### config.mk
export PLATFORM = sky130hd
export DESIGN_NAME = earliest_deadline_event_table
export DESIGN_NICKNAME = d
export VERILOG_FILES = /design/src/design/edet_pkg.sv /design/src/design/earliest_deadline_event_table.sv /design/src/design/edet_ram.sv
export SDC_FILE = /design/constraint.sdc
export NUM_CORES = 2
export LEC_CHECK = 0
export BUFFER_PORTS_ARGS = -buffer_cell sky130_fd_sc_hd__buf_2
export CORE_MARGIN = 2
export CORE_UTILIZATION = 52
export DETAILED_ROUTE_END_ITERATION = 10
export GPL_TIMING_DRIVEN = 0
export PLACE_DENSITY = 0.73
export SLEW_MARGIN = 5
export SYNTH_ARGS = -nofsm -noshare
export SYNTH_HDL_FRONTEND = slang
export SYNTH_SLANG_ARGS = --single-unit
### constraint.sdc
create_clock -name clk -period 18.9 [get_ports clk]
set_clock_uncertainty 0.1 [all_clocks]
set_input_delay 3.78 -clock clk [delete_from_list [all_inputs] [get_ports clk]]
set_output_delay 3.78 -clock clk [all_outputs]
set_load 0.01 [all_outputs]
### src/design/edet_pkg.sv
`default_nettype none
package edet_pkg;

  localparam int NUM_HANDLERS = 32;
  localparam int IDX_W = $clog2(NUM_HANDLERS);
  localparam int DL_W = 48;

  localparam logic signed [DL_W-1:0] DL_MAX = 48'sh7FFF_FFFF_FFFF;
  localparam logic signed [DL_W-1:0] DL_MIN = 48'sh8000_0000_0000;
  localparam logic [DL_W-1:0] ACC_MAX = 48'hFFFF_FFFF_FFFF;
  localparam logic [7:0] CPU_RESET = 8'd25;

  localparam logic [2:0] CMD_ARM_CYC = 3'd0;
  localparam logic [2:0] CMD_ARM_US  = 3'd1;
  localparam logic [2:0] CMD_CANCEL  = 3'd2;
  localparam logic [2:0] CMD_ACK     = 3'd3;
  localparam logic [2:0] CMD_QUERY   = 3'd4;

  typedef enum logic [1:0] {
    ST_IDLE,
    ST_PREP,
    ST_SWEEP
  } state_t;

  typedef struct packed {
    logic [2:0]  cmd;
    logic [4:0]  handler;
    logic [39:0] delay;
    logic [31:0] elapsed;
  } item_t;

  typedef struct packed {
    logic [4:0]             next_handler;
    logic signed [DL_W-1:0] next_time;
    logic                   handler_armed;
  } result_t;

  function automatic logic handler_ok(input logic [4:0] h);
    logic [6:0] w;
    w = {2'b00, h};
    return (int'(w) < NUM_HANDLERS);
  endfunction

  function automatic logic [IDX_W-1:0] to_idx(input logic [4:0] h);
    logic [6:0] w;
    w = {2'b00, h};
    return w[IDX_W-1:0];
  endfunction

  function automatic logic [4:0] to_handler(input logic [IDX_W-1:0] i);
    logic [6:0] w;
    w = 7'(i);
    return w[4:0];
  endfunction

endpackage
`default_nettype wire

### src/design/earliest_deadline_event_table.sv
`default_nettype none
// channel   signals                         beat taken when
// command   start, busy, item               start && !busy
// result    done, result                    done (one cycle, receiver cannot stall)
// config    cfg_valid, cfg_ready, cfg_data  cfg_valid && cfg_ready
//
// the result strobe follows the command beat through a setup state (ST_PREP) and a sweep
// state (ST_SWEEP) that reads one table entry per cycle through the memory read port
// busy drops with the strobe and the next beat can be taken at the edge that
// ends it, so a new command is taken only after the previous result is out
// rst (synchronous) clears the marks, the current index and the accumulator and
// reloads the rate register; the deadline memory needs no clearing
module earliest_deadline_event_table (
  input  wire logic             clk,
  input  wire logic             rst,
  input  wire logic             start,
  output logic                  busy,
  input  wire edet_pkg::item_t  item,
  output logic                  done,
  output edet_pkg::result_t     result,
  input  wire logic             cfg_valid,
  output logic                  cfg_ready,
  input  wire logic [7:0]       cfg_data
);

  localparam int N = edet_pkg::NUM_HANDLERS;
  localparam int IW = edet_pkg::IDX_W;
  localparam int DW = edet_pkg::DL_W;

  edet_pkg::state_t state, state_next;

  logic [2:0]             cmd;
  logic [4:0]             handler;
  logic [39:0]            delay;
  logic [DW-1:0]          acc;
  logic [7:0]             cycles_per_us;
  logic signed [DW-1:0]   arm_value;
  logic                   apply;
  logic [N-1:0]           marks;
  logic [IW-1:0]          cur_idx;
  logic [IW-1:0]          sweep_idx;
  logic signed [DW-1:0]   best;
  logic [IW-1:0]          best_idx;

  logic                   accept;
  logic                   is_arm;
  logic                   h_ok;
  logic [IW-1:0]          h_idx;
  logic [DW:0]            acc_sum;
  logic [DW-1:0]          prod;
  logic                   last;
  logic [IW-1:0]          raddr;
  logic [DW-1:0]          rdata;
  logic signed [DW+1:0]   diff;
  logic signed [DW-1:0]   dec_value;
  logic signed [DW-1:0]   new_value;
  logic                   hit_arm;
  logic                   dec;
  logic                   we;
  logic                   take;
  logic signed [DW-1:0]   best_fin;
  logic [IW-1:0]          idx_fin;

  assign cfg_ready = 1'b1;
  assign accept    = start && !busy;
  assign is_arm    = (cmd == edet_pkg::CMD_ARM_CYC) || (cmd == edet_pkg::CMD_ARM_US);
  assign h_ok      = edet_pkg::handler_ok(handler);
  assign h_idx     = edet_pkg::to_idx(handler);
  assign acc_sum   = {1'b0, acc} + {17'd0, item.elapsed};
  assign prod      = {8'd0, delay} * {40'd0, cycles_per_us};
  assign last      = (sweep_idx == IW'(N - 1));

  // saturating countdown of one entry
  assign diff      = {{2{rdata[DW-1]}}, rdata} - {2'b00, acc};
  assign dec_value = (diff[DW+1] && (diff[DW:DW-1] != 2'b11)) ? edet_pkg::DL_MIN
                                                              : diff[DW-1:0];
  assign hit_arm   = is_arm && h_ok && (sweep_idx == h_idx);
  assign dec       = apply && marks[sweep_idx];
  assign new_value = hit_arm ? arm_value : (dec ? dec_value : $signed(rdata));
  assign take      = marks[sweep_idx] && (sweep_idx != '0) && (new_value < best);
  assign best_fin  = take ? new_value : best;
  assign idx_fin   = take ? sweep_idx : best_idx;

  always_comb begin
    state_next = state;
    busy       = 1'b1;
    raddr      = '0;
    we         = 1'b0;
    unique case (state)
      edet_pkg::ST_IDLE: begin
        busy = 1'b0;
        if (start) begin
          state_next = edet_pkg::ST_PREP;
        end
      end
      edet_pkg::ST_PREP: begin
        state_next = edet_pkg::ST_SWEEP;
      end
      edet_pkg::ST_SWEEP: begin
        raddr = last ? '0 : IW'(sweep_idx + 1'b1);
        we    = hit_arm || dec;
        if (last) begin
          state_next = edet_pkg::ST_IDLE;
        end
      end
      default: begin
        state_next = edet_pkg::ST_IDLE;
      end
    endcase
  end

  edet_ram #(
    .WIDTH(DW),
    .DEPTH(N)
  ) u_ram (
    .clk  (clk),
    .we   (we),
    .waddr(sweep_idx),
    .wdata(new_value),
    .raddr(raddr),
    .rdata(rdata)
  );

  always_ff @(posedge clk) begin
    if (rst) begin
      state <= edet_pkg::ST_IDLE;
    end else begin
      state <= state_next;
    end
  end

  // control state
  always_ff @(posedge clk) begin
    if (rst) begin
      marks         <= '0;
      cur_idx       <= '0;
      acc           <= '0;
      cycles_per_us <= edet_pkg::CPU_RESET;
      done          <= 1'b0;
    end else begin
      done <= 1'b0;
      if (cfg_valid) begin
        cycles_per_us <= cfg_data;
      end
      if (accept) begin
        acc <= acc_sum[DW] ? edet_pkg::ACC_MAX : acc_sum[DW-1:0];
      end
      if (state == edet_pkg::ST_PREP) begin
        if (is_arm && h_ok) begin
          marks[h_idx] <= 1'b1;
        end else if ((cmd == edet_pkg::CMD_CANCEL) && h_ok) begin
          marks[h_idx] <= 1'b0;
        end else if (cmd == edet_pkg::CMD_ACK) begin
          marks[cur_idx] <= 1'b0;
        end
      end
      if ((state == edet_pkg::ST_SWEEP) && last) begin
        cur_idx <= idx_fin;
        done    <= 1'b1;
        if (apply) begin
          acc <= '0;
        end
      end
    end
  end

  // command payload and sweep datapath
  always_ff @(posedge clk) begin
    if (accept) begin
      cmd     <= item.cmd;
      handler <= item.handler;
      delay   <= item.delay;
    end
    if (state == edet_pkg::ST_PREP) begin
      if (cmd == edet_pkg::CMD_ARM_US) begin
        arm_value <= prod[DW-1] ? edet_pkg::DL_MAX : $signed(prod);
      end else begin
        arm_value <= $signed({8'd0, delay});
      end
      apply     <= (is_arm && (cur_idx != '0)) || (cmd == edet_pkg::CMD_CANCEL)
                   || (cmd == edet_pkg::CMD_ACK);
      best      <= edet_pkg::DL_MAX;
      best_idx  <= '0;
      sweep_idx <= '0;
    end
    if (state == edet_pkg::ST_SWEEP) begin
      best      <= best_fin;
      best_idx  <= idx_fin;
      sweep_idx <= IW'(sweep_idx + 1'b1);
      if (last) begin
        result.next_handler  <= edet_pkg::to_handler(idx_fin);
        result.next_time     <= best_fin;
        result.handler_armed <= h_ok && marks[h_idx];
      end
    end
  end

endmodule
`default_nettype wire

### src/design/edet_ram.sv
`default_nettype none
module edet_ram #(
  parameter int WIDTH = 48,
  parameter int DEPTH = 32
) (
  input  wire logic                     clk,
  input  wire logic                     we,
  input  wire logic [$clog2(DEPTH)-1:0] waddr,
  input  wire logic [WIDTH-1:0]         wdata,
  input  wire logic [$clog2(DEPTH)-1:0] raddr,
  output logic      [WIDTH-1:0]         rdata
);

  logic [WIDTH-1:0] mem [DEPTH];

  always_ff @(posedge clk) begin
    if (we) begin
      mem[waddr] <= wdata;
    end
    rdata <= mem[raddr];
  end

endmodule
`default_nettype wire

Word level (Yosys, flattened, before mapping)
Memory sizes are Yosys's and may differ from the RTL's. A register that Yosys moved wholly into a read port is not among the register bits.
Cells that the tools add are included.
- equality and inequality tests: 10
- shift operators: 0
- reductions and logical operators: 23
- multiply operators: 1
- mux-type cells: 37
- bitwise operators: 5
- add/sub/neg operators: 3
- magnitude comparators: 6
- div/mod/pow operators: 0
- operator list (kind ; count):
    $mux 48 ; 10
    $mux 32 ; 3
    $and 32x32->32 ; 2
    $not 32->32 ; 2
    $sub 48x49->50 ; 1
    $add 48x32->49 ; 1
    $lt 48x48->1 ; 1
    $mul 40x8->48 ; 1
    $mux 47 ; 1
    $mux 40 ; 1
    $or 32x32->32 ; 1
    $mux 5 ; 6
    $lt 5x6->1 const B ; 3
    $bmux 1 s5 ; 2
    $demux 1 s5 ; 2
    $ge 5x1->1 const B ; 2
    $logic_and 1x1->1 ; 10
    $reduce_bool 5->1 ; 2
    $mux 1 ; 9
    $eq 3x2->1 const B ; 2
    $ne 2x2->1 const B ; 3
    $pmux 2 s3 ; 1
    $reduce_and 2->1 ; 3
    $add 5x1->5 const B ; 1
    other kinds (11) ; 15
- memory bits (writable): 1536
- memories: 1
- logic and storage cells: 104
- input port bits: 92
- output and inout port bits: 57
- bits in latches: 0
- bits in registers: 304
- memory bits (read-only): 0
- memories (memory ; depth ; width ; rd ports ; clocked after memory_dff ; wr ports ; line ; text):
    u_ram.mem ; 32 ; 48 ; 1 ; 1 ; 1 ; edet_ram.sv:14 ; logic [WIDTH-1:0] mem [DEPTH];

Logic depth before layout (Yosys ltp)
- depth after elaboration: 10
- gate-level depth with buffers: 29
- depth with buffers taken out: 25

By module
From an unflattened synthesis, not the netlist that was laid out.
- cells, all modules: 6589
- area, all modules: 89941.3 um2
- by module, submodules not included (module ; seq. area each (um2) ; instances ; area an instance (um2) ; cells each):
    edet_ram ; 47085.2 ; 1 ; 60724.5 ; 3364
    earliest_deadline_event_table ; 8167.8 ; 1 ; 29216.8 ; 3225

Least setup slack after synthesis
Ideal clock, no wire load.
- kind: reg-to-reg
- start point: register u_ram.rdata[0], read port of u_ram.mem
- end point: register best[38], data pin
- library setup time: 0.259 ns
- clock period less this slack: 7.226 ns
- data arrival time: 6.867 ns
- path slack: 11.674 ns
- required time: 18.541 ns
- stages on the path, launching flop included: 27
- path buffers: 2
- path through: dfxtp_1 > inv_1 > ha_1 > inv_1 > fa_1 > a211oi_1 > o211a_1 > or4b_4 > a21oi_2 > a31oi_2 > nor3_1 > o32ai_4 > and2_1 > o21ai_0 > ha_1 > o21ai_0 > o21bai_1 > a211oi_1 > o21ai_0 > a21o_1 > a211o_1 > a21oi_1 > o21a_1 > clkbuf_1 > clkbuf_1 > a21oi_1 > a211o_1
- word-level cells in the longest chain between the ends: 10
- ends and longest elaborated chain (item ; line ; text):
    start: declaration ; edet_ram.sv:11 ; output logic [WIDTH-1:0] rdata
    $sub 48x49->50 (*) ; earliest_deadline_event_table.sv:74 ; assign diff = {{2{rdata[DW-1]}}, rdata} - {2'b00, acc};
    $ne 2x2->1 ; earliest_deadline_event_table.sv:75 ; assign dec_value = (diff[DW+1] && (diff[DW:DW-1] != 2'b11)) ? edet_pkg::DL_MIN
    $logic_and 1x1->1 ; earliest_deadline_event_table.sv:75 ;
    $mux 48 (*) ; earliest_deadline_event_table.sv:75 ;
    $mux 48 (*) (2 in series) ; earliest_deadline_event_table.sv:79 ; assign new_value = hit_arm ? arm_value : (dec ? dec_value : $signed(rdata));
    net new_value[10] ; earliest_deadline_event_table.sv:56 ; logic signed [DW-1:0] new_value;
    $lt 48x48->1 (*) ; earliest_deadline_event_table.sv:80 ; assign take = marks[sweep_idx] && (sweep_idx != '0) && (new_value < best);
    $logic_and 1x1->1 (*) ; earliest_deadline_event_table.sv:80 ;
    $mux 48 (*) ; earliest_deadline_event_table.sv:81 ; assign best_fin = take ? new_value : best;
    $mux 48 (*) ; earliest_deadline_event_table.sv:186 ; if (state == edet_pkg::ST_SWEEP) begin
    end signal: assignment ; earliest_deadline_event_table.sv:182 ; best <= edet_pkg::DL_MAX;
    end signal: assignment ; earliest_deadline_event_table.sv:187 ; best <= best_fin;
    end: declaration ; earliest_deadline_event_table.sv:42 ; logic signed [DW-1:0] best;
The timed path passes the listed nets; every way through them passes the cells marked *.
A chain may end at the register's enable or synchronous reset.

Worst setup path after layout
- start point: register u_ram.rdata[0], read port of u_ram.mem
- end point: register result[36] in the netlist's numbering, data pin
- word-level cells in the longest chain between the ends: 9
- ends and longest elaborated chain (item ; line ; text):
    $sub 48x49->50 (*) ; earliest_deadline_event_table.sv:74 ;
    $ne 2x2->1 ; earliest_deadline_event_table.sv:75 ;
    $logic_and 1x1->1 ; earliest_deadline_event_table.sv:75 ;
    $mux 48 (*) ; earliest_deadline_event_table.sv:75 ;
    $mux 48 (*) (2 in series) ; earliest_deadline_event_table.sv:79 ;
    net new_value[28] ; earliest_deadline_event_table.sv:56 ;
    $lt 48x48->1 (*) ; earliest_deadline_event_table.sv:80 ;
    $logic_and 1x1->1 (*) ; earliest_deadline_event_table.sv:80 ;
    $mux 48 (*) ; earliest_deadline_event_table.sv:81 ;
    net best_fin[35] ; earliest_deadline_event_table.sv:61 ; logic signed [DW-1:0] best_fin;
    end: declaration ; earliest_deadline_event_table.sv:20 ; output edet_pkg::result_t result,
Marked as above.

==> summary by stage <==
Worst setup path
In this run the worst path has a maximum fanout of 33. STA classifies the critical path endpoint as a register. The largest individual stage delay along the critical path comes from the cell sky130_fd_sc_hd__clkinv_1. The maximum cell stage delay along the critical path is 1200 ps. The register-to-register setup slack is around 8600 ps. The category of the critical setup timing path is reg -> reg. The cell with the most instances on the worst path is sky130_fd_sc_hd__o21ai_0. The worst setup path is launched from a register. The critical path data arrival time is 10700 ps. The data required time of the worst path is between 15000 and 20000 ps.

Drt
After detailed routing, the number of remaining DRC violations is 0. Dividing the detail-routed wire length by the instance count gives a little over 30 um. Detailed routing inserted a total of 58580 vias.

The number of iterations in the first detailed-routing pass is 9. After the first detailed-routing iteration, the DRC count stood at just under 9000. The wire length after detailed routing is between 200000 and 300000 um. Using the TritonRoute via totals, the vias-per-cell ratio works out to 6.580. The count of nets left with antenna violations after detail routing is 0.

STA
The maximum clock rate is around 0.097 GHz. The count of final setup violators is 0. After layout, the minimum clock period comes to 10340 ps. Setup repair after global routing left no endpoint under its margin. The total negative slack is 0 ps. The number of hold violations in the final report is 0.

The count of final max-slew check failures came to 0. The worst pin sits at a relative slew slack of 0.04473. At the pin with the least slew margin, the transition time is approximately 1400 ps. Dividing the final minimum period by the clock period gives 0.5473.

Clock tree
The later pin in the worst-skew pair is clocked with a latency of approximately 860 ps. After clock tree synthesis, the flow added hold-fix buffers numbering 0. Buffers inserted during clock tree synthesis total around 180.

TritonCTS built the clock tree. The tree built by TritonCTS fans out to 1888 sinks. The clock slew seen by the registers of the worst setup and hold paths is around 70 ps. CTS placed an instance of sky130_fd_sc_hd__clkbuf_16 at the clock tree root. The number of levels the H-tree was split into is 4. The largest buffer count on any clock path is 3. The number of setup buffers added after CTS is 0. Gates resized during post-CTS repair numbered 0.

Power and ir drop
The worst-case vdd ir drop is ~0.11 mV. The internal cell power is ~9.3 mW. Of the total power, registers draw 0.375. Of the total power, the share spent switching nets is 0.3790. The share of power burned in combinational logic is 0.371. The share of total power dissipated in the clock network is 0.253. The leakage power is ~33 nW.

The power per unit of standard cell area is between 150 and 200 nW/um2. In this run the power spent charging and discharging nets is 5.678 mW.

Synthesis
The main flop type after synthesis is sky130_fd_sc_hd__edfxtp_1. The average size of a mapped cell is between 10 and 15 um2. The sequential fraction of the synthesis area is 0.6263. Yosys printed 0 warnings. For this run, asynchronously set or reset flops after synthesis account for 0.

The count of cell types in the netlist is 78. The synthesized instance count is slightly above 6000. The net count after synthesis is ~6600. In this run, synthesis produced a sequential element count of around 1900. The number of enable flip-flop cells after synthesis is roughly 1700. The synthesized netlist occupies a cell area of between 80000 and 90000 um2.

Floorplan
The vertical die dimension is between 400 and 500 um. The core area is roughly 170000 um2. The floorplan has approximately 150 rows. The floorplan step defined a die boundary enclosing approximately 170000 um2. The initial core utilization is 0.5223. The I/O pin count is between 100 and 150.

The die is between 400 and 500 um wide.

Global routing
The number of global-route vias before repair is ~57000. Entering global routing, the biggest net connects a little under 60 pins. The number of antenna violations at the first check in global routing came to 17. The first global-routing pass estimated 390700 um of wire. The global router's overall resource usage is 0.3113. The total overflow left after global routing is 0.

Placed design
The count of buffers added on input and output ports is ~150. At the end of routability-driven placement, the weighted congestion stood at 0.9714. The HPWL after detailed placement is slightly below 200000 um.

Run
The number of max-cap violations is 0.

Final layout
The final cell utilization of the core is 0.5907. Of the cells placed in the final design, the portion with a size suffix greater than 1 is 0.1331. The filler cells instantiated in the layout total between 10000 and 15000. The synthesis-to-finish area growth is 13.08%. The final net count is about 7000.

Worst hold path
The worst hold-check path type is reg -> reg.

Run status
The run finished with clean final reports.
==> per-layer routing <==
metal / global-route usage / share of wire
met1: 0.4120 / 0.37
met4: 0.1689 / 0.063
met2: 0.4764 / 0.46
met5: 0.004724 / 0.00042
met3: 0.07662 / 0.11
==> cell usage after synthesis (all sizes together) (32+ instances only) <==
| cell type | count | share of area |
|---|---|---|
| edfxtp | 1744 | 0.59 |
| a21oi | 216 | 0.012 |
| clkbuf | 362 | 0.015 |
| a21o | 78 | 0.0066 |
| xor2 | 54 | 0.0054 |
| nand2 | 488 | 0.021 |
| nand3 | 48 | 0.0027 |
| fa | 230 | 0.052 |
| buf | 53 | 0.0025 |
| dfxtp | 144 | 0.033 |
| a211oi | 32 | 0.0027 |
| a22oi | 35 | 0.0030 |
| o22ai | 206 | 0.015 |
| inv | 339 | 0.014 |
| o221ai | 193 | 0.019 |
| o21ai | 362 | 0.021 |
| o211ai | 44 | 0.0037 |
| ha | 205 | 0.029 |
| xnor2 | 64 | 0.0064 |
| and3 | 49 | 0.0035 |
| nor2 | 211 | 0.0090 |
| and2 | 150 | 0.011 |
| nor3 | 74 | 0.0042 |
| a31oi | 63 | 0.0046 |
| mux4 | 297 | 0.076 |
| a221oi | 42 | 0.0042 |
| nand4 | 34 | 0.0024 |
==> layout by cell type (no fill, tap or decap), types with 144 or more instances in the layout <==
cell	n
sky130_fd_sc_hd__a21oi_1	215
sky130_fd_sc_hd__and2_1	149
sky130_fd_sc_hd__buf_2	159
sky130_fd_sc_hd__clkbuf_1	377
sky130_fd_sc_hd__clkbuf_16	188
sky130_fd_sc_hd__dfxtp_1	144
sky130_fd_sc_hd__edfxtp_1	1744
sky130_fd_sc_hd__fa_1	230
sky130_fd_sc_hd__ha_1	203
sky130_fd_sc_hd__inv_1	332
sky130_fd_sc_hd__mux4_2	297
sky130_fd_sc_hd__nand2_1	488
sky130_fd_sc_hd__nor2_1	179
sky130_fd_sc_hd__o21ai_0	357
sky130_fd_sc_hd__o221ai_1	193
sky130_fd_sc_hd__o22ai_1	206
==> metrics by stage <==
stage               hold WS, ps  worst slack [ps]  cell area [um2]  instances  power (mW)
global route              416.4              8249            99750       8898       15.54
floorplan                 348.7             11670            88220       6119       8.994
finish                    393.3              8557            99760       8904       14.98
CTS                       385.7              9100            99710       8894       14.85
global placement          364.5              7281            91730       8483       10.92
detailed placement        375.2              9083            93450       8553       11.06
==> power groups by stage <==
stage / clock network, mW / logic, mW / registers, mW
after floorplan: 0 / 3.43 / 5.56
after global placement: 0 / 5.19 / 5.72
after global routing: 3.97 / 5.95 / 5.62
after CTS: 3.82 / 5.43 / 5.61
after detailed placement: 0 / 5.37 / 5.69
final: 3.80 / 5.56 / 5.62
==> path summary, 6_finish.rpt <==
path	startpoint	endpoint	depth (start not counted)
worst max register to register	u_ram.rdata[0]	result[36]	29
worst max-delay path	u_ram.rdata[0]	result[36]	29
worst min-delay path	acc[34]	acc[34]	1
worst min register to register	acc[34]	acc[34]	1
==> cells by family after synthesis <==
logic type | after synthesis | synth area share
adders and majority gates | 435 | 0.08127
other | 1 | 0.00004251
AOI/OAI and AO/OA | 1438 | 0.1080
buffers and inverters | 755 | 0.03238
muxes | 322 | 0.07866
DFF | 1888 | 0.6263
and+or+nand+nor | 1162 | 0.06168
xor gates and xnor gates | 118 | 0.01171
==> worst max-delay path: cells and delay by family (launching register included) <==
| family | cells | cell delay, ps |
|---|---|---|
| buffers and inverters | 7 | 2380 |
| AO/OA/AOI/OAI | 17 | 5100 |
| flip-flops | 1 | 370 |
| AND/OR/NAND/NOR | 2 | 740 |
| adder cells (fa/ha/maj) | 3 | 1200 |
==> flip-flops by register name (all words and copies together), names as in the netlist, 8 cells and up <==
register and cells:
u_ram.mem 1536, result 54, acc 48, best 48
u_ram.rdata 48, arm_value 47, delay 40, marks 32
cycles_per_us 8
==> final cells by class <==
| class | instances | area (um2) | area share |
|---|---|---|---|
| Buffer | 415 | 1592 | 0.01595 |
| Timing Repair Buffer | 217 | 2115 | 0.02120 |
| Clock inverter | 128 | 1408 | 0.01411 |
| Antenna cell | 9 | 22.52 | 0.0002257 |
| Tap cell | 2218 | 2775 | 0.02782 |
| Inverter | 340 | 1276 | 0.01279 |
| Sequential cell | 1888 | 55250 | 0.5538 |
| Clock buffer | 213 | 4848 | 0.04860 |
| Multi-Input combinational cell | 3476 | 30480 | 0.3055 |
(Power assumes the default switching activity.)
